`src/rtl/llca_sqrt.sv`:
```
module llca_sqrt #(
    parameter int IW = 8
) (
    input  logic              aclk,
    input  logic              en,
    input  logic [IW-1:0]     x,
    output logic [IW/2-1:0]   root
);

    localparam int NS = IW / 2;

    logic [NS+1:0] rem_reg  [NS];
    logic [NS-1:0] root_reg [NS];
    logic [IW-1:0] x_reg    [NS];

    // one result bit per stage, two radicand bits shifted in each time
    for (genvar k = 0; k < NS; k++) begin : g_stage
        logic [NS-1:0] rem_in;
        logic [NS-1:0] root_in;
        logic [IW-1:0] x_in;
        logic [NS+1:0] t;
        logic [NS+1:0] trial;
        logic          ge;

        if (k == 0) begin : g_first
            assign rem_in  = '0;
            assign root_in = '0;
            assign x_in    = x;
        end else begin : g_next
            assign rem_in  = rem_reg[k-1][NS-1:0];
            assign root_in = root_reg[k-1];
            assign x_in    = x_reg[k-1];
        end

        assign t     = {rem_in, x_in[IW-1:IW-2]};
        assign trial = {root_in, 2'b01};
        assign ge    = t >= trial;

        always_ff @(posedge aclk) begin
            if (en) begin
                rem_reg[k]  <= ge ? (t - trial) : t;
                root_reg[k] <= {root_in[NS-2:0], ge};
                x_reg[k]    <= x_in << 2;
            end
        end
    end

    assign root = root_reg[NS-1];

endmodule

```
`config.mk`:
```
export PLATFORM = sky130hd
export DESIGN_NAME = llca_sqrt
export DESIGN_NICKNAME = d
export VERILOG_FILES = /design/src/rtl/llca_sqrt.sv
export SDC_FILE = /design/constraint.sdc
export NUM_CORES = 1
export LEC_CHECK = 0
export ABC_AREA = 1
export ABC_CLOCK_PERIOD_IN_PS = 1800
export BUFFER_PORTS_ARGS = -buffer_cell sky130_fd_sc_hd__buf_2
export CORE_MARGIN = 2
export CORE_UTILIZATION = 57
export DETAILED_ROUTE_END_ITERATION = 6
export PLACE_DENSITY = 0.87
export SETUP_SLACK_MARGIN = 0.05
export SYNTH_ARGS = -nofsm -noshare
export SYNTH_HDL_FRONTEND = slang
export SYNTH_SLANG_ARGS = --single-unit
```
`constraint.sdc`:
```
create_clock -name aclk -period 1.8 [get_ports aclk]
set_clock_uncertainty 0.15 [all_clocks]
set_input_delay 0.45 -clock aclk [delete_from_list [all_inputs] [get_ports aclk]]
set_output_delay 0.45 -clock aclk [all_outputs]
set_load 0.005 [all_outputs]
```
==> impl_metrics.tcl <==
set metrics [dict create \
    finalSetupTns_ns 0 \
    cts_hold_buf 0 \
    internal_power_mw 1.20 \
    status "finished clean" \
    drt_iter0_drc 28 \
    regToRegSetupSlack_ns 0.13 \
    required_ns 1.72 \
    first_pass_iters 4 \
    cts.clk_slew.worst_paths_ns 0.09 \
    largest_reg_flops 12 \
    avgSynthCellArea_um2 12.9 \
    numCtsBuffers 5 \
    rsz0062_at_grt "true" \
    cts_tree "done" \
    p_sw_mw 0.397 \
    dpl.hpwl_um 1450 \
    wl_per_cell_um 13.0 \
    cts_root_buffer "clkbuf_4" \
    period_needed_ns 1.67 \
    htree_num_levels 2 \
    clock_path_buffers 2 \
    via_per_inst 5.26 \
    area_growth_pct 18.1 \
    critPathMaxFanout 5 \
    ant_nets 0 \
    coreArea_um2 2430 \
    hp-class "input pin to flip-flop" \
    path_cells "ha_4 > nand2_2 > nand3b_1 > nand2_2 > buf_6 > nand3_1 > nand2_1" \
    finalCritPeriodShare_pct 93.0 \
    finalNetCount 159 \
    crit_type "flip-flop to flip-flop" \
    diodes 0 \
    grt_max_degree 34 \
    p_seq_share_pct 60.7 \
    yosys_warnings 0 \
    hold_viol 0 \
    cpPeakStageDelay_ns 0.44 \
    ys_types 19 \
    antenna_found_initial 0 \
    critPathSlowestCell "edfxtp_1" \
    crit_path_frequent_cell "nand2_2" \
    ys_seq_elements 33 \
    cap_violations 0 \
    portBuffers 13 \
    setup_viol 0 \
    p_sw_share_pct 24.9 \
    clk_latency_ns 0.31 \
    maxSlewViolCount 0 \
    drcViolationCount 0 \
    cts_sinks 33 \
    p_clk_share_pct 21.6 \
    grt_overflow_total 0 \
    synth_area_um2 1450 \
    critPathLaunchType "flip-flop" \
    grt_pass1_wl_um 3270 \
    first_global_vias 828 \
    worstPathArrival_ns 1.60 \
    end_kind "flip-flop" \
    boundaryPins 14 \
    yosysSeqAreaShare_pct 68.5 \
    postSynthNetCount 132 \
    peakVddDrop_mv 0.704 \
    power_frac_comb_pct 17.7 \
    place.gp.congestion 0.829 \
    die-area_um2 2960 \
    synthCells 112 \
    row_count 18 \
    fmax_ghz 0.598 \
    power_density_nw_per_um2 933 \
    route.vias.total 884 \
    leakage_nw 0.743 \
    initial_utilization_pct 59.5 \
    grt_usage_pct 16.6 \
    drive_gt1_share_pct 31.2 \
    fp.dieH_um 54.4 \
    finalPower_mw 1.60 \
    wirelength_um 2190 \
    chipWidth_um 54.4 \
]
critical path, delay by kind of cell, from the launching register on:
kind | cells | cell delay, ns
fa+ha+maj | 1 | 0.33
simple gates | 5 | 0.37
flops | 1 | 0.44
buf+inv | 1 | 0.14
worst paths after layout:
check           startpoint            end  cells past startpoint
max          rem_reg[1][0]  rem_reg[2][2]                      7
min                   x[3]    x_reg[0][3]                      1
max reg2reg  rem_reg[1][0]  rem_reg[2][2]                      7
min reg2reg    x_reg[0][2]    x_reg[1][4]                      0
layer usage:
metal,up-vias,GRT usage [%],share of wire [%]
li1,429,-,-
met1,413,14.6,35
met2,38,32.1,59
met3,4,6.83,4.9
met4,0,7.08,1.8
met5,-,0,0
timing repair:
action	4_1_cts	5_1_grt
resized for setup	0	15
endpoints found under the hold margin	0	0
endpoints found under the setup margin	0	7
buffers inserted	0	6
cells in the final DEF (no fill, tap or decap):
cell       n
conb_1     1
edfxtp_1  33
nand3_1    6
buf_12     1
o21ai_2    1
buf_6      2
ha_1       8
nand2_1   14
o211ai_1   1
nor3_4     1
xor2_1     2
or2_2      1
clkinv_2   1
nor3_2     1
ha_4       2
a21oi_1    4
nand2_2    6
inv_1     15
inv_2      3
clkbuf_4   5
nor2_1     8
xnor2_1    1
nand3b_1   1
buf_2     13
buf_4      4
nand3_2    1
nand2_4    1
o21ai_0    1
Yosys cell counts:
cell type  number  share of area (%)
or2_2           1               0.43
nand2_2         2               0.86
xnor2_1         1               0.61
nand2_4         1               0.78
conb_1          1               0.26
nand2_1        18                4.7
nor2_1          8                2.1
inv_1          18                4.7
a21oi_1         4                1.4
o21ai_1         1               0.35
nand3_1         7                2.4
nor3_2          1               0.69
xor2_1          2                1.2
ha_1           10                8.6
edfxtp_1       33                 68
nor3_4          1                1.1
o21ai_0         1               0.35
o211ai_1        1               0.52
nand3b_1        1               0.52
power groups by stage:
| stage | clock (mW) | combinational (mW) | sequential (mW) |
|---|---|---|---|
| 6_report | 0.344 | 0.282 | 0.969 |
| 5_1_grt | 0.384 | 0.314 | 0.977 |
| 4_1_cts | 0.354 | 0.223 | 0.968 |
| 3_5_place_dp | 0 | 0.221 | 0.985 |
| 3_3_place_gp | 0 | 0.200 | 0.980 |
| 2_1_floorplan | 0 | 0.146 | 0.978 |
metrics by stage:
step	hold WS [ns]	utilization (%)	worst slack [ns]	cells	instance area, µm²
after floorplan	0.250	-	0.241	112	1450
after global placement	0.252	64.6	0.212	156	1570
after detailed placement	0.255	64.6	0.129	156	1570
after CTS	0.142	66.3	0.108	162	1610
after global routing	0.132	70.3	0.0185	168	1710
final	0.155	70.3	0.127	168	1710
final cells by class:
cell class	count	area [µm²]
multi-input cells	61	433
flip-flops and latches	33	991
clock buffers	5	37.5
repair buffers	20	138
fillers	167	723
inverters	18	67.6
well taps	30	37.5
clock inverters	1	5.00
cell families (layout without fill, tap and decap cells):
| kind of cell | count (synthesis) | after routing | synth area share (%) |
|---|---|---|---|
| other | 1 | 1 | 0.259 |
| DFF | 33 | 33 | 68.5 |
| and+or+nand+nor | 40 | 40 | 13.6 |
| AOI/OAI and AO/OA | 7 | 7 | 2.59 |
| buffers and inverters | 18 | 44 | 4.67 |
| adders and majority gates | 10 | 10 | 8.64 |
| xor gates and xnor gates | 3 | 3 | 1.82 |
(Power assumes the default switching activity.)
