$ cat src/rtl/llca_pkg.sv
package llca_pkg;

    localparam int COORD_WIDTH_DEF         = 24;
    localparam int PARAM_FRACTION_BITS_DEF = 16;

    localparam int              THR_WIDTH = 16;
    localparam logic [15:0]     THR_RESET = 16'd1;

    // wide products are split into chunks of this many bits
    localparam int MUL_CHUNK = 26;
    // register stages of llca_mul from operands to product
    localparam int MUL_LAT   = 5;

endpackage

$ cat src/rtl/llca_mul.sv
module llca_mul #(
    parameter int AW = 8,
    parameter int BW = 8
) (
    input  logic                    aclk,
    input  logic                    en,
    input  logic signed [AW-1:0]    a,
    input  logic signed [BW-1:0]    b,
    output logic signed [AW+BW-1:0] p
);

    import llca_pkg::*;

    localparam int PW = AW + BW;
    localparam int CH = MUL_CHUNK;
    localparam int NA = (AW + CH - 1) / CH;
    localparam int NB = (BW + CH - 1) / CH;
    localparam int RW = (NB + 1) * CH;
    localparam int TW = (NA + NB + 1) * CH;

    logic [AW-1:0]      ma_abs;
    logic [BW-1:0]      mb_abs;
    logic [NA*CH-1:0]   ma_reg;
    logic [NB*CH-1:0]   mb_reg;
    logic [3:0]         neg_reg;
    logic [2*CH-1:0]    pp_reg [NA][NB];
    logic [RW-1:0]      row_next [NA];
    logic [RW-1:0]      row_reg [NA];
    logic [TW-1:0]      tot_acc;
    logic [PW-1:0]      tot_next;
    logic [PW-1:0]      tot_reg;
    logic signed [PW-1:0] p_reg;

    // sign and magnitude, the chunks multiply unsigned
    assign ma_abs = a[AW-1] ? AW'(~a + AW'(1)) : AW'(a);
    assign mb_abs = b[BW-1] ? BW'(~b + BW'(1)) : BW'(b);

    always_comb begin
        for (int i = 0; i < NA; i++) begin
            row_next[i] = '0;
            for (int j = 0; j < NB; j++) begin
                row_next[i] = row_next[i] + (RW'(pp_reg[i][j]) << (j * CH));
            end
        end
    end

    always_comb begin
        tot_acc = '0;
        for (int i = 0; i < NA; i++) begin
            tot_acc = tot_acc + (TW'(row_reg[i]) << (i * CH));
        end
        tot_next = tot_acc[PW-1:0];
    end

    always_ff @(posedge aclk) begin
        if (en) begin
            ma_reg  <= (NA*CH)'(ma_abs);
            mb_reg  <= (NB*CH)'(mb_abs);
            neg_reg <= {neg_reg[2:0], a[AW-1] ^ b[BW-1]};
            for (int i = 0; i < NA; i++) begin
                for (int j = 0; j < NB; j++) begin
                    pp_reg[i][j] <= ma_reg[i*CH +: CH] * mb_reg[j*CH +: CH];
                end
                row_reg[i] <= row_next[i];
            end
            tot_reg <= tot_next;
            p_reg   <= neg_reg[3] ? PW'(~tot_reg + PW'(1)) : tot_reg;
        end
    end

    assign p = p_reg;

endmodule

$ cat config.mk
export PLATFORM = sky130hd
export DESIGN_NAME = llca_mul
export DESIGN_NICKNAME = d
export VERILOG_FILES = /design/src/rtl/llca_pkg.sv /design/src/rtl/llca_mul.sv
export SDC_FILE = /design/constraint.sdc
export NUM_CORES = 1
export LEC_CHECK = 0
export ABC_AREA = 0
export BUFFER_PORTS_ARGS = -buffer_cell sky130_fd_sc_hd__clkbuf_2
export CORE_MARGIN = 2
export CORE_UTILIZATION = 45
export CTS_CLUSTER_SIZE = 12
export DETAILED_ROUTE_END_ITERATION = 12
export PLACE_DENSITY = 0.66
export SLEW_MARGIN = 20
export SYNTH_ARGS = -nofsm -noshare
export SYNTH_HDL_FRONTEND = slang
export SYNTH_SLANG_ARGS = --single-unit
$ cat constraint.sdc
create_clock -name aclk -period 4.88 [get_ports aclk]
set_clock_uncertainty 0.1 [all_clocks]
set_input_delay 0.244 -clock aclk [delete_from_list [all_inputs] [get_ports aclk]]
set_output_delay 0.244 -clock aclk [all_outputs]
set_load 0.005 [all_outputs]
==> impl_results.md <==
* EDFF count, synth at 84
* Tcrit/Tclk final at 0.940
* Std cell rows at 39
* Maximum vdd ir drop at 0.000283 V
* Total setup buffers inserted after CTS at 0
* R2r setup slk at 0.29 ns
* Final worst setup slack at 0.292 ns
* Worst EP arrival at 4.57 ns
* Fin. max-slew vios at 0
* Ys flop type: edfxtp_1
* DRC errors left at 0
* Worst Hold End: mb_reg[0]$_DFFE_PP_
* 1st-iter DRT viols at 153
* Post-synth top cells: edfxtp_1, inv_1, and2_1, ha_1, fa_1
* Via count at 3152
* Number of synthesized register bits at 84
* Run status: completed
* R2R depth at 15
* Pwr Density at 545 nW/um^2
* WP buf/inv at 4
* Sequential share of the synthesized area at 0.473
* Die X at 113 um
* Slowest-stage cell, CP: fa_1
* Clock Path Buffers at 2
* Clk Latency, worst-skew pair at 0.33 ns
* H-tree depth at 3
* CP Cell Sequence: and2_1 > fa_1 > inv_1 > fa_1 > inv_1 > fa_1 > inv_1 > fa_1 > inv_1 > ha_1 > o21a_1 > o31a_4 > o31ai_1 > a21oi_1 > xor2_1
* Final critical-path required period at 4.59 ns
* Cells after Synth at 431
* Switching Power at 0.00116 W
* Antenna violations before repair at 0
* Synthesized area at 5330 um^2
* CTS tree: done
* Dominant cell type by area after synthesis: edfxtp_1
* CP max FO at 8
* Final wirelength at 8240 um
* GR Overflow Total at 0
* Starting Density at 0.465
* RD Place Congestion at 0.883
* Area contributors post-synth: edfxtp_1, fa_1, ha_1
* Async SR Flop Fraction at 0
* Vias in the first global route at 3192
* Synth top area share at 0.473
* Hold Worst Slack at 0.0251 ns
* Fin Setup TNS at 0 ns
* Yosys cell types at 45
* Max Cap Viol at 0
* Full die area at 12700 um^2
* CP startpoint kind: flop
* Largest net degree at the start of global routing at 85
* Layout area overhead at 11.9%
* Final setup fails at 0
* Hpwl dp at 6080 um
* Hold_buf cts at 0
* Sw Ratio at 0.358
* Final design utilization at 0.520
* P_leak at 2.51 nW
* Post-Syn Area per Cell at 12.4 um^2
* Clock sink total at 84
* Die height at 113 um
* Kind of cell adding the most delay to the critical path: adder cells
* Post-CTS Resized at 0
* Hold depth at 1
* Syn Nets at 524
* Layout Nets at 564
* Top-count cell post-synth: edfxtp_1
* Max incr delay on CP at 0.56 ns
* Port bufs at 33
* WP data required at 4.86 ns
* Worst R2R End: pp_reg[0][11]$_DFFE_PP_
* RSZ-0062 raised after global routing: false
* Pre-CTS setup slack at 0.340 ns
* Worst Min Path Start: b[0]
* Clock share of power at 0.208
* IO Count at 34
* Final hold viol count at 0
* Combinational cell fraction of total power at 0.450
* Fmax at 218 MHz
* Seq pwr share at 0.343
* Reg clk slew, reported paths at 0.07 ns
* Pre-Repair DR Iteration Count at 4
* First-pass GRT wire length at 14100 um
* Share of cells above drive strength 1 at 0.122
* Worst Tran Pin Value at 1.01 ns
* Max_slew headroom at 0.327
* Global Route Usage Sum at 0.138
* Antenna viol nets, final at 0
* P_int at 0.00209 W
* Area of the core at 11500 um^2
* Finished Cell Area at 5960 um^2
* Num CTS Buffers at 9
* Placed Instance Area at 5660 um^2
* Critical setup path kind: flop to flop
* Vias per std cell at 5.10
* Critical path endpoint category: flop
* Tightest Hold Check Type: primary input to flop
* Ant diodes at 0
* Root buffer cell: clkbuf_16
* YS warnings at 0
* Worst r2r src: ma_reg[3]$_DFFE_PP_
* Routed WL per cell at 13.3 um
## final cells by class
class                      count  area, um^2
clock buffer                   9         225
clock inverter                 6        72.6
fill                         987        5510
inverter                      57         214
multi-input combinational    285        2570
sequential                    84        2520
tap                          143         179
timing repair buffer          34         175
## worst reg2reg max path: cells and delay by family (launching register included)
family,cells,cell delay (ns)
compound gates,4,0.71
xor+xnor,1,0.15
fa+ha+maj,5,2.45
buf+inv,4,0.22
flops,1,0.48
simple gates,1,0.23
## per-layer routing
layer / routed length [um] / track usage / vias to the layer above
met5: 0 / 0 / -
met4: 155 / 0.0415 / 0
met3: 365 / 0.0391 / 15
met2: 4240 / 0.251 / 71
met1: 3490 / 0.159 / 1504
li1: - / - / 1562
## how the worst max path moves through the flow
stage	startpoint	endpoint	slack, ns	depth (start not counted)
6_report	ma_reg[3]$_DFFE_PP_	pp_reg[0][11]$_DFFE_PP_	0.29	15
5_1_grt	ma_reg[3]$_DFFE_PP_	pp_reg[0][13]$_DFFE_PP_	0.07	15
4_1_cts	ma_reg[4]$_DFFE_PP_	pp_reg[0][11]$_DFFE_PP_	0.30	15
3_5_place_dp	mb_reg[7]$_SDFFCE_PN0P_	pp_reg[0][12]$_DFFE_PP_	0.34	12
3_3_place_gp	mb_reg[7]$_SDFFCE_PN0P_	pp_reg[0][12]$_DFFE_PP_	0.39	12
2_1_floorplan	mb_reg[7]$_SDFFCE_PN0P_	pp_reg[0][12]$_DFFE_PP_	0.57	12
## power groups by stage
stage / combinational, W / sequential, W / clock, W
2_1_floorplan: 0.00115 / 0.00110 / 0
3_3_place_gp: 0.00139 / 0.00112 / 0
3_5_place_dp: 0.00143 / 0.00113 / 0
4_1_cts: 0.00147 / 0.00111 / 0.000690
5_1_grt: 0.00168 / 0.00113 / 0.000721
6_report: 0.00146 / 0.00111 / 0.000674
## cells in the final DEF (no fill, tap or decap), types with 7 or more instances in the layout
cell type  instances
inv_1             57
xnor2_1           21
xor2_1             9
nand2_1           33
ha_1              39
clkbuf_2          32
nor2_1             9
fa_1              36
nand2b_1           7
o21ai_0           18
clkbuf_16          9
and2_1            49
a21oi_1            8
edfxtp_1          84
## stage by stage
| stage | std cells | power, W |
|---|---|---|
| after floorplan | 431 | 0.00225 |
| after detailed placement | 603 | 0.00256 |
| after global placement | 603 | 0.00251 |
| after CTS | 618 | 0.00327 |
| final | 618 | 0.00325 |
| after global routing | 618 | 0.00353 |
## logic make-up (layout without fill, tap and decap cells)
family / count (synthesis) / after routing / synth area share
AO/OA/AOI/OAI: 57 / 57 / 0.0777
flip-flops: 84 / 84 / 0.473
adder cells (fa/ha/maj): 75 / 75 / 0.227
XOR/XNOR: 30 / 30 / 0.0493
AND/OR/NAND/NOR: 122 / 122 / 0.127
buffers and inverters: 62 / 106 / 0.0439
multiplexers: 1 / 1 / 0.00188
Power figures use the tool's default switching activity.
