`config.mk`:
```
export PLATFORM = sky130hd
export DESIGN_NAME = llca_div
export DESIGN_NICKNAME = d
export VERILOG_FILES = /design/src/rtl/llca_div.sv
export SDC_FILE = /design/constraint.sdc
export NUM_CORES = 1
export LEC_CHECK = 0
export BUFFER_PORTS_ARGS = -buffer_cell sky130_fd_sc_hd__buf_2
export CORE_ASPECT_RATIO = 0.75
export CORE_UTILIZATION = 67
export DETAILED_ROUTE_END_ITERATION = 6
export PLACE_DENSITY = 0.89
export SYNTH_ARGS = -nofsm -noshare
export SYNTH_HDL_FRONTEND = slang
export SYNTH_SLANG_ARGS = --single-unit
```
`constraint.sdc`:
```
create_clock -name aclk -period 3.3 [get_ports aclk]
set_clock_uncertainty 0.05 [all_clocks]
set_input_delay 0.33 -clock aclk [delete_from_list [all_inputs] [get_ports aclk]]
set_output_delay 0.33 -clock aclk [all_outputs]
set_load 0.05 [all_outputs]
```
`src/rtl/llca_div.sv`:
```
module llca_div #(
    parameter int NUMW = 8,
    parameter int DENW = 8
) (
    input  logic                   aclk,
    input  logic                   en,
    input  logic [NUMW-1:0]        num,
    input  logic [DENW-1:0]        den,
    input  logic                   neg,
    output logic signed [NUMW:0]   quo
);

    logic [DENW-1:0] rem_reg [NUMW];
    logic [NUMW-1:0] n_reg   [NUMW];
    logic [NUMW-1:0] q_reg   [NUMW];
    logic [DENW-1:0] d_reg   [NUMW];
    logic [NUMW-1:0] neg_reg;
    logic [NUMW:0]   q_ext;
    logic signed [NUMW:0] quo_reg;

    // restoring division, one quotient bit per stage
    for (genvar k = 0; k < NUMW; k++) begin : g_stage
        logic [DENW-1:0] rem_in;
        logic [DENW-1:0] d_in;
        logic [NUMW-1:0] n_in;
        logic [NUMW-1:0] q_in;
        logic            neg_in;
        logic [DENW:0]   trial;
        logic            ge;

        if (k == 0) begin : g_first
            assign rem_in = '0;
            assign d_in   = den;
            assign n_in   = num;
            assign q_in   = '0;
            assign neg_in = neg;
        end else begin : g_next
            assign rem_in = rem_reg[k-1];
            assign d_in   = d_reg[k-1];
            assign n_in   = n_reg[k-1];
            assign q_in   = q_reg[k-1];
            assign neg_in = neg_reg[k-1];
        end

        assign trial = {rem_in, n_in[NUMW-1]};
        assign ge    = trial >= {1'b0, d_in};

        always_ff @(posedge aclk) begin
            if (en) begin
                rem_reg[k] <= ge ? DENW'(trial - {1'b0, d_in}) : DENW'(trial);
                d_reg[k]   <= d_in;
                n_reg[k]   <= n_in << 1;
                q_reg[k]   <= {q_in[NUMW-2:0], ge};
                neg_reg[k] <= neg_in;
            end
        end
    end

    assign q_ext = {1'b0, q_reg[NUMW-1]};

    always_ff @(posedge aclk) begin
        if (en) begin
            quo_reg <= neg_reg[NUMW-1] ? (NUMW+1)'(~q_ext + (NUMW+1)'(1)) : q_ext;
        end
    end

    assign quo = quo_reg;

endmodule

```
==> flow_summary.json, run 1 <==
{
  "drc_errors": 0,
  "nets": 775,
  "setup-tns-final_ps": 0,
  "syn_inst": 645,
  "drv_cap": 0,
  "grt_antenna_before_repair": 0,
  "ant_nets": 0,
  "synth_ff_type": "edfxtp_1",
  "crit_path_end": "rem_reg[1][7]$_DFFE_PP_",
  "drtIter0Drc": 401,
  "h-tree-depth": 4,
  "clock_latency_ps": 430,
  "postCtsHoldBufs": 0,
  "synth_commonest_cells": "193 x edfxtp_1, 79 x inv_1, 59 x ha_1, 42 x o21ai_0, 39 x nand2_1",
  "cts_tree": "done",
  "clock_sinks": 193,
  "reg2reg_depth": 7,
  "grt_pass1_vias": 5445,
  "timing.hold.ws_ps": 20.5,
  "cts_resized": 0,
  "min_period_over_period": 0.720,
  "cts.clk_slew.worst_paths_ps": 60,
  "root_buffer": "clkbuf_16",
  "ys_warn_count": 0,
  "rows": 36,
  "grt_pass1_wl_um": 25600,
  "rsz0062_at_grt": "false",
  "grt_max_degree": 107,
  "finalHoldViolations": 0,
  "p_leak_nw": 3.93,
  "cp_data_required_time_ps": 3430,
  "clock.fmax_mhz": 421,
  "worst-slew-pin-transition_ps": 586,
  "yosys.area.top_type": "edfxtp_1",
  "powerDensity_mw_per_mm2": 725,
  "routed_wl_um": 15600,
  "synthArstFlopShare": 0,
  "min_path_type": "in -> reg",
  "syn_area_mm2": 0.00900,
  "syn_area_per_cell_um2": 14.0,
  "post-route-util": 0.761,
  "drt-vias-per-instance": 6.03,
  "yosysSeqAreaShare": 0.644,
  "area.growth.synth_to_final_pct": 10.4,
  "worstSetupStartpointType": "register",
  "cts_buffers": 17,
  "critPathLaunch": "rem_reg[0][5]$_SDFFCE_PP0P_",
  "vias": 5272,
  "cp_num_cells": 7,
  "synth-edff-count": 193,
  "syn_nets": 729,
  "reg2reg_slack_ps": 920,
  "initial_core_util": 0.689,
  "clockBufferDepth": 2,
  "ioPinCount": 28,
  "synth.most_common_cell": "edfxtp_1",
  "critPathSlowestCell": "edfxtp_1",
  "grtUsageTotal": 0.247,
  "gp_congestion": 0.850,
  "synth.distinct_cells": 55,
  "dr.pass1.iters": 5,
  "period_needed_ps": 2380,
  "dieArea_mm2": 0.0139,
  "final_layout_size_suffix_gt1_frac": 0.126,
  "synth_seq_cells": 193,
  "avgRoutedWirePerCell_um": 17.9,
  "fp.dieH_um": 102,
  "antenna_cells": 0,
  "cp.arrival_ps": 2510,
  "port_buffers": 27,
  "slowest_delay_ps": 400,
  "max_slew_margin": 0.599,
  "dieWidth_um": 136,
  "overflow": 0,
  "crit_buf_inv": 2,
  "end_kind": "register",
  "core_mm2": 0.0131,
  "power.ir.vdd_worst_v": 0.000464,
  "status": "finished clean",
  "dp_hpwl_um": 10700,
  "path_class": "reg -> reg",
  "path_cells": "ha_1, a21oi_1, o21ai_0, a221oi_2, buf_4, inv_1, o22a_1",
  "rr_startpoint": "rem_reg[0][5]$_SDFFCE_PP0P_",
  "setup_violations": 0,
  "cpLargestDelayFamily": "compound AO/OA/AOI/OAI gates",
  "ys_top_cells_by_area": "edfxtp_1 64%, ha_1 8.2%, inv_1 3.3%",
  "postCtsSetupBuffers": 0,
  "slew_viol_final": 0,
  "worstReg2RegEnd": "rem_reg[1][7]$_DFFE_PP_",
  "netlist.area_leader.share": 0.644,
  "crit_fanout": 16
}
placed cells by master (no fill, tap or decap), types with 9 or more instances in the layout:
cell type	instances
a21o_1	11
a21oi_1	29
buf_2	26
clkbuf_16	17
edfxtp_1	193
ha_1	59
inv_1	79
mux2_2	16
mux2i_1	9
nand2_1	39
nand2b_1	10
nor2_1	17
o21a_1	10
o21ai_0	42
xnor2_1	17
metal layers:
metal / part of all wire / GRT usage / vias up
met1: 0.37 / 0.251 / 2554
met4: 0.033 / 0.132 / 0
met3: 0.040 / 0.0561 / 54
met2: 0.55 / 0.473 / 175
li1: - / - / 2489
met5: 0 / 0 / -
per-stage QoR:
| stage | power [W] | instance area [µm²] | std cells | setup WS [ps] |
|---|---|---|---|---|
| after global routing | 0.00754 | 9940 | 875 | 816 |
| after CTS | 0.00720 | 9940 | 875 | 970 |
| after detailed placement | 0.00527 | 9390 | 843 | 991 |
| after floorplan | 0.00477 | 9000 | 645 | 1200 |
| after global placement | 0.00509 | 9390 | 843 | 1110 |
| final | 0.00720 | 9940 | 875 | 925 |
where the power goes:
group          total, W  switching [W]  internal (W)
Clock           0.00191       0.000868       0.00104
Combinational   0.00191        0.00109      0.000829
Sequential      0.00338       0.000181       0.00319
worst min-delay path by stage:
stage,slack (ps),start,cells past startpoint,endpoint
2_1_floorplan,350,g_stage[1].neg_in$_DFFE_PP_,0,g_stage[2].neg_in$_DFFE_PP_
3_3_place_gp,350,q_reg[1][11]$_DFFE_PP_,0,q_reg[1][20]$_DFFE_PP_
3_5_place_dp,350,g_stage[4].neg_in$_DFFE_PP_,0,g_stage[5].neg_in$_DFFE_PP_
4_1_cts,4,num[0],1,n_reg[0][0]$_DFFE_PP_
5_1_grt,4,num[0],1,n_reg[0][0]$_DFFE_PP_
6_report,20,num[0],1,n_reg[0][0]$_DFFE_PP_
kinds of logic after synthesis:
group                      count (synthesis)  share of synthesized area
AOI/OAI and AO/OA                        144                      0.110
xor gates and xnor gates                  25                     0.0243
adders and majority gates                 65                     0.0953
buffers and inverters                     83                     0.0356
DFF                                      193                      0.644
muxes                                     25                     0.0300
and+or+nand+nor                          110                     0.0610
area by class of cell:
cell class | count | area (µm²)
Inverter | 79 | 297
Tap cell | 171 | 214
Sequential cell | 193 | 5800
Fill cell | 744 | 3130
Clock buffer | 21 | 440
Timing Repair Buffer | 31 | 196
Multi-Input combinational cell | 369 | 2890
Clock inverter | 11 | 105
Note: power is estimated with default switching activity, not from simulation.
==> run 2: changes to the inputs <==
Settings changed: ABC_AREA set to 1, CORE_UTILIZATION 67 to 63, PLACE_DENSITY 0.89 to 0.84.
Clock period 3.3 ns to 2.4 ns, I/O delays scaled along.
==> run 2 against run 1 <==
Compared with the run above: clock power is 64% higher; fmax increased by 7.0%; flip-flop and latch count unchanged; cell count is 39% higher; register-to-register slack got worse by 740 ps; sequential power is 38% higher; setup slack worse by 740 ps.
==> flow_summary.json, run 2 <==
{
  "status": "finished clean",
  "yosysSeqAreaShare": 0.591,
  "grt_pass1_wl_um": 30500,
  "cpMostUsedCell": "nand2_1",
  "crit_buf_inv": 0,
  "clockBufferDepth": 2,
  "area.growth.synth_to_final_pct": 12.2,
  "routed_wl_um": 19000,
  "synth.most_common_cell": "nand2_1",
  "fp.dieH_um": 110,
  "syn_inst": 945,
  "path_class": "reg -> reg",
  "multi_input_area_mm2": 0.00330,
  "nets": 1086,
  "timing.hold.ws_ps": 54.3,
  "critPathSlowestCell": "and2_1",
  "worstSetupStartpointType": "register",
  "rr_startpoint": "rem_reg[1][5]$_DFFE_PP_",
  "comb_power_share": 0.283,
  "crit_fanout": 9,
  "cpLargestDelayFamily": "simple AND/OR/NAND/NOR gates",
  "grt_max_degree": 55,
  "power.ir.vdd_worst_v": 0.000772,
  "p_leak_nw": 5.09,
  "clock.fmax_mhz": 451,
  "critPathLaunch": "rem_reg[1][5]$_DFFE_PP_",
  "drc_errors": 0,
  "powerDensity_mw_per_mm2": 988,
  "grt_antenna_before_repair": 0,
  "final_layout_size_suffix_gt1_frac": 0.0837,
  "p_int_w": 0.00735,
  "vias": 6505,
  "netlist.area_leader.share": 0.591,
  "overflow": 0,
  "ys_warn_count": 0,
  "drv_cap": 0,
  "clkPwrFrac": 0.288,
  "cts_buffers": 17,
  "min_path_type": "in -> reg",
  "final_common_cell": "nand2_1",
  "path_cells": "ha_1, nand2_1, nand2_1, a21oi_1, and2_1, nand2_8, nand2_1, nand2_1",
  "antenna_cells": 0,
  "drt-vias-per-instance": 5.33,
  "rows": 39,
  "min_period_over_period": 0.925,
  "period_needed_ps": 2220,
  "cp_data_required_time_ps": 2540,
  "p_switching_w": 0.00352,
  "syn_area_per_cell_um2": 10.4,
  "yosys.area.top_type": "edfxtp_1",
  "grt_pass1_vias": 6179,
  "rsz0062_at_grt": "false",
  "avgRoutedWirePerCell_um": 15.6,
  "cts.clk_slew.worst_paths_ps": 70,
  "cp.arrival_ps": 2350,
  "synth_commonest_cells": "268 x nand2_1, 193 x edfxtp_1, 164 x inv_1, 90 x nand3_1, 59 x ha_1",
  "drtIter0Drc": 506,
  "grtUsageTotal": 0.253,
  "syn_area_mm2": 0.00981,
  "finalHoldViolations": 0,
  "dp_hpwl_um": 13500,
  "swShare": 0.324,
  "cts_tree": "done",
  "initial_core_util": 0.644,
  "synth_seq_cells": 193,
  "most-common-layout-cells": "268 x nand2_1, 193 x edfxtp_1, 164 x inv_1, 90 x nand3_1, 59 x ha_1",
  "max_slew_margin": 0.620,
  "syn_nets": 1029,
  "setup_violations": 0,
  "clock_latency_ps": 440,
  "synthArstFlopShare": 0,
  "dr.pass1.iters": 6,
  "dieArea_mm2": 0.0161,
  "gp_congestion": 0.870,
  "min-delay-start": "num[7]",
  "end_kind": "register",
  "dieWidth_um": 146,
  "synth-edff-count": 193,
  "root_buffer": "clkbuf_16",
  "h-tree-depth": 4,
  "ioPinCount": 28,
  "fill_cells": 1052,
  "setup-tns-final_ps": 0,
  "layout.area.seq_mm2": 0.00580,
  "slew_viol_final": 0,
  "pwr-share-seq": 0.429,
  "slowest_delay_ps": 510,
  "ant_nets": 0,
  "clock_sinks": 193,
  "core_mm2": 0.0152,
  "synth.distinct_cells": 28,
  "worst-slew-pin-transition_ps": 569,
  "synth_ff_type": "edfxtp_1",
  "port_buffers": 27,
  "ys_top_cells_by_area": "edfxtp_1 59%, nand2_1 10%, ha_1 7.5%"
}
run 2: cell count changes after synthesis, sizes merged, moves of 14 or more:
cell	change
inv	+85
mux2	-16
nand2	+243
nand3	+83
nand4	+14
nor2	+26
o21ai	-38
run 2: path summary, 6_finish.rpt:
kind / slack, ps / depth (start not counted) / to
worst max-delay path: 180 / 8 / rem_reg[2][0]$_DFFE_PP_
worst min-delay path: 50 / 3 / rem_reg[0][0]$_DFFE_PP_
worst max register to register: 180 / 8 / rem_reg[2][0]$_DFFE_PP_
worst min register to register: 370 / 0 / q_reg[1][3]$_DFFE_PP_
run 2: layout make-up:
cell class,count,area share
sequential,193,0.527
clock inverter,13,0.0204
clock buffer,19,0.0393
timing repair buffer,47,0.0338
inverter,166,0.0566
multi-input combinational,577,0.300
tap,205,0.0233
run 2: cell families after synthesis:
family          Yosys count  synth area share
simple gates            450             0.207
compound gates           38            0.0205
flops                   193             0.591
fa+ha+maj                65            0.0875
buf+inv                 175            0.0727
xor+xnor                 24            0.0214
run 2: per-stage QoR:
step                instances  instance area [µm²]  worst slack (ps)  power (W)   util
finish                   1220                11000               181     0.0109  0.723
global route             1220                11000              97.3     0.0115  0.723
CTS                      1220                11000               236     0.0109  0.723
detailed placement       1172                10200               295    0.00768  0.669
global placement         1172                10200               321    0.00756  0.669
floorplan                 945                 9810               626    0.00694      -
run 2: layer usage:
layer | global-route usage | vias up | part of all wire
met4 | 0.0751 | 0 | 0.0092
met3 | 0.0716 | 14 | 0.072
li1 | - | 3241 | -
met5 | 0 | - | 0
met2 | 0.395 | 240 | 0.45
met1 | 0.349 | 3010 | 0.47
run 2: repair_timing:
action | CTS | global route
resized for setup | 0 | 0
setup buffers | 0 | 0
endpoints found under the hold margin | 16 | 0
hold buffers | 16 | 0
run 2: tightest hold or removal path: cells and delay by family:
family          cells  cell delay, ps
simple gates        1              40
compound gates      1              60
buf+inv             1              90
run 2: power by group through the flow:
| stage | clock (W) | sequential (W) | combinational [W] |
|---|---|---|---|
| floorplan | 0 | 0.00467 | 0.00228 |
| global placement | 0 | 0.00470 | 0.00285 |
| detailed placement | 0 | 0.00472 | 0.00296 |
| CTS | 0.00316 | 0.00466 | 0.00304 |
| global route | 0.00328 | 0.00470 | 0.00347 |
| finish | 0.00313 | 0.00466 | 0.00307 |
==> run 3: changes to the inputs <==
Settings changed: CORE_UTILIZATION 63 to 45, GPL_TIMING_DRIVEN set to 0, PLACE_DENSITY 0.84 to 0.65.
==> run 3 against run 2 <==
Compared with the run above: utilization is 20 points lower; critical path type unchanged; sequential power is 0.9% lower; routed wire length is 10% lower; fmax is 3.1% higher; non-clock buffer count is 6 higher; clock-buffer cell count is 1 lower; combinational power is 2% lower; worst hold slack better by 9.4 ps; flip-flop and latch count stayed put; register-to-register slack better by 70 ps.
==> flow_summary.json, run 3 (synthesis gave the netlist of run 2 again) <==
{
  "finalInstanceArea_mm2": 0.0111,
  "crit_fanout": 9,
  "ioPinCount": 28,
  "rsz0062_at_grt": "false",
  "drt-vias-per-instance": 4.73,
  "drv_cap": 0,
  "fill_cells": 1866,
  "power.ir.vdd_worst_v": 0.000530,
  "h-tree-depth": 4,
  "postCtsSetupBuffers": 0,
  "antenna_cells": 0,
  "powerDensity_mw_per_mm2": 942,
  "drtIter0Drc": 441,
  "slowest_delay_ps": 490,
  "p_leak_nw": 5.09,
  "clock.fmax_mhz": 465,
  "grt_max_degree": 117,
  "status": "finished clean",
  "grtUsageTotal": 0.165,
  "final_common_cell": "nand2_1",
  "min_period_over_period": 0.897,
  "ant_nets": 0,
  "place_area_mm2": 0.0103,
  "period_needed_ps": 2150,
  "most-common-layout-cells": "268 x nand2_1, 193 x edfxtp_1, 164 x inv_1, 90 x nand3_1, 59 x ha_1",
  "dp_hpwl_um": 12400,
  "core_mm2": 0.0212,
  "cp_data_required_time_ps": 2530,
  "dp_cells": 1261,
  "grt_pass1_wl_um": 27900,
  "slew_viol_final": 0,
  "worst-slew-pin-transition_ps": 608,
  "timing.hold.ws_ps": 63.7,
  "multi_input_area_mm2": 0.00330,
  "min_path_type": "in -> reg",
  "power.total_w": 0.0105,
  "finalHoldViolations": 0,
  "dieArea_mm2": 0.0224,
  "end_kind": "register",
  "layout.area.seq_mm2": 0.00580,
  "instances_no_fill": 1309,
  "fin_ws_ps": 247,
  "critPathSlowestCell": "edfxtp_1",
  "critPathLaunch": "n_reg[2][6]$_DFFE_PP_",
  "cpLargestDelayFamily": "simple AND/OR/NAND/NOR gates",
  "vias": 6188,
  "initial_core_util": 0.462,
  "grt_pass1_vias": 5717,
  "cts.clk_slew.worst_paths_ps": 80,
  "worstSetupStartpointType": "register",
  "dieWidth_um": 172,
  "avgRoutedWirePerCell_um": 13.0,
  "cts_buffers": 17,
  "grt_antenna_before_repair": 0,
  "cts_resized": 0,
  "min-delay-start": "num[7]",
  "crit_buf_inv": 1,
  "max_slew_margin": 0.595,
  "dp_slack_ps": 295,
  "path_class": "reg -> reg",
  "cts_tree": "done",
  "nets": 1092,
  "gp_congestion": 0.854,
  "drc_errors": 0,
  "setup_violations": 0,
  "rr_startpoint": "n_reg[2][6]$_DFFE_PP_",
  "path_cells": "inv_1, ha_1, nand2_1, nand3b_1, nor2_1, nor2_2, nand2_4, nand2_1, nand2_1",
  "clockBufferDepth": 2,
  "cp.arrival_ps": 2290,
  "clock_sinks": 193,
  "area.growth.synth_to_final_pct": 13.2,
  "routed_wl_um": 17000,
  "rows": 46,
  "fp.dieH_um": 130,
  "port_buffers": 27,
  "root_buffer": "clkbuf_16",
  "clock_latency_ps": 440,
  "final_layout_size_suffix_gt1_frac": 0.0911,
  "cpMostUsedCell": "nand2_1",
  "dr.pass1.iters": 4,
  "overflow": 0
}
run 3: cell count changes in the layout (fill, tap and decap cells not counted), moves of 2 or more:
cell / change
buf_6: +6
bufinv_16: -4
buf_12: -3
clkinv_8: +3
buf_4: +2
clkinvlp_4: +2
run 3: area by class of cell:
type,count,area share
plain buffers,9,0.00811
clock buffers,18,0.0387
clock inverters,14,0.0156
inverters,166,0.0561
multi-input cells,577,0.297
flip-flops and latches,193,0.522
well taps,288,0.0325
repair buffers,44,0.0300
run 3: final timing paths:
kind | end | slack (ps) | cells past startpoint
min reg2reg | q_reg[1][10]$_DFFE_PP_ | 360 | 0
max reg2reg | rem_reg[3][0]$_DFFE_PP_ | 250 | 9
min | rem_reg[0][0]$_DFFE_PP_ | 60 | 3
max | rem_reg[3][0]$_DFFE_PP_ | 250 | 9
run 3: tightest hold or removal path, cell delays in order:
cell and delay [ps]:
buf_2 90, nand2_1 40, o21ai_0 70
run 3: per-stage QoR:
step,TNS (ps),utilization
floorplan,0,-
global placement,-285570,0.485
detailed placement,0,0.487
CTS,0,0.523
global route,0,0.523
finish,0,0.523
run 3: routing by layer:
metal  vias up  part of all wire  routed length, µm  GRT usage
met4         0            0.0097                165     0.0500
met5         -                 0                  0          0
li1       3248                 -                  -          -
met1      2819              0.55               9410      0.252
met3        14             0.039                671     0.0397
met2       107              0.40               6760      0.227
run 3: report_power, final:
part	switching [W]	internal, W
registers	0.000240	0.00438
logic	0.00188	0.00112
clock network	0.00135	0.00149
run 3: repair_timing:
action                     4_1_cts  5_1_grt
setup endpoints to repair        0        0
hold endpoints to repair        16        0
hold buffers                    16        0
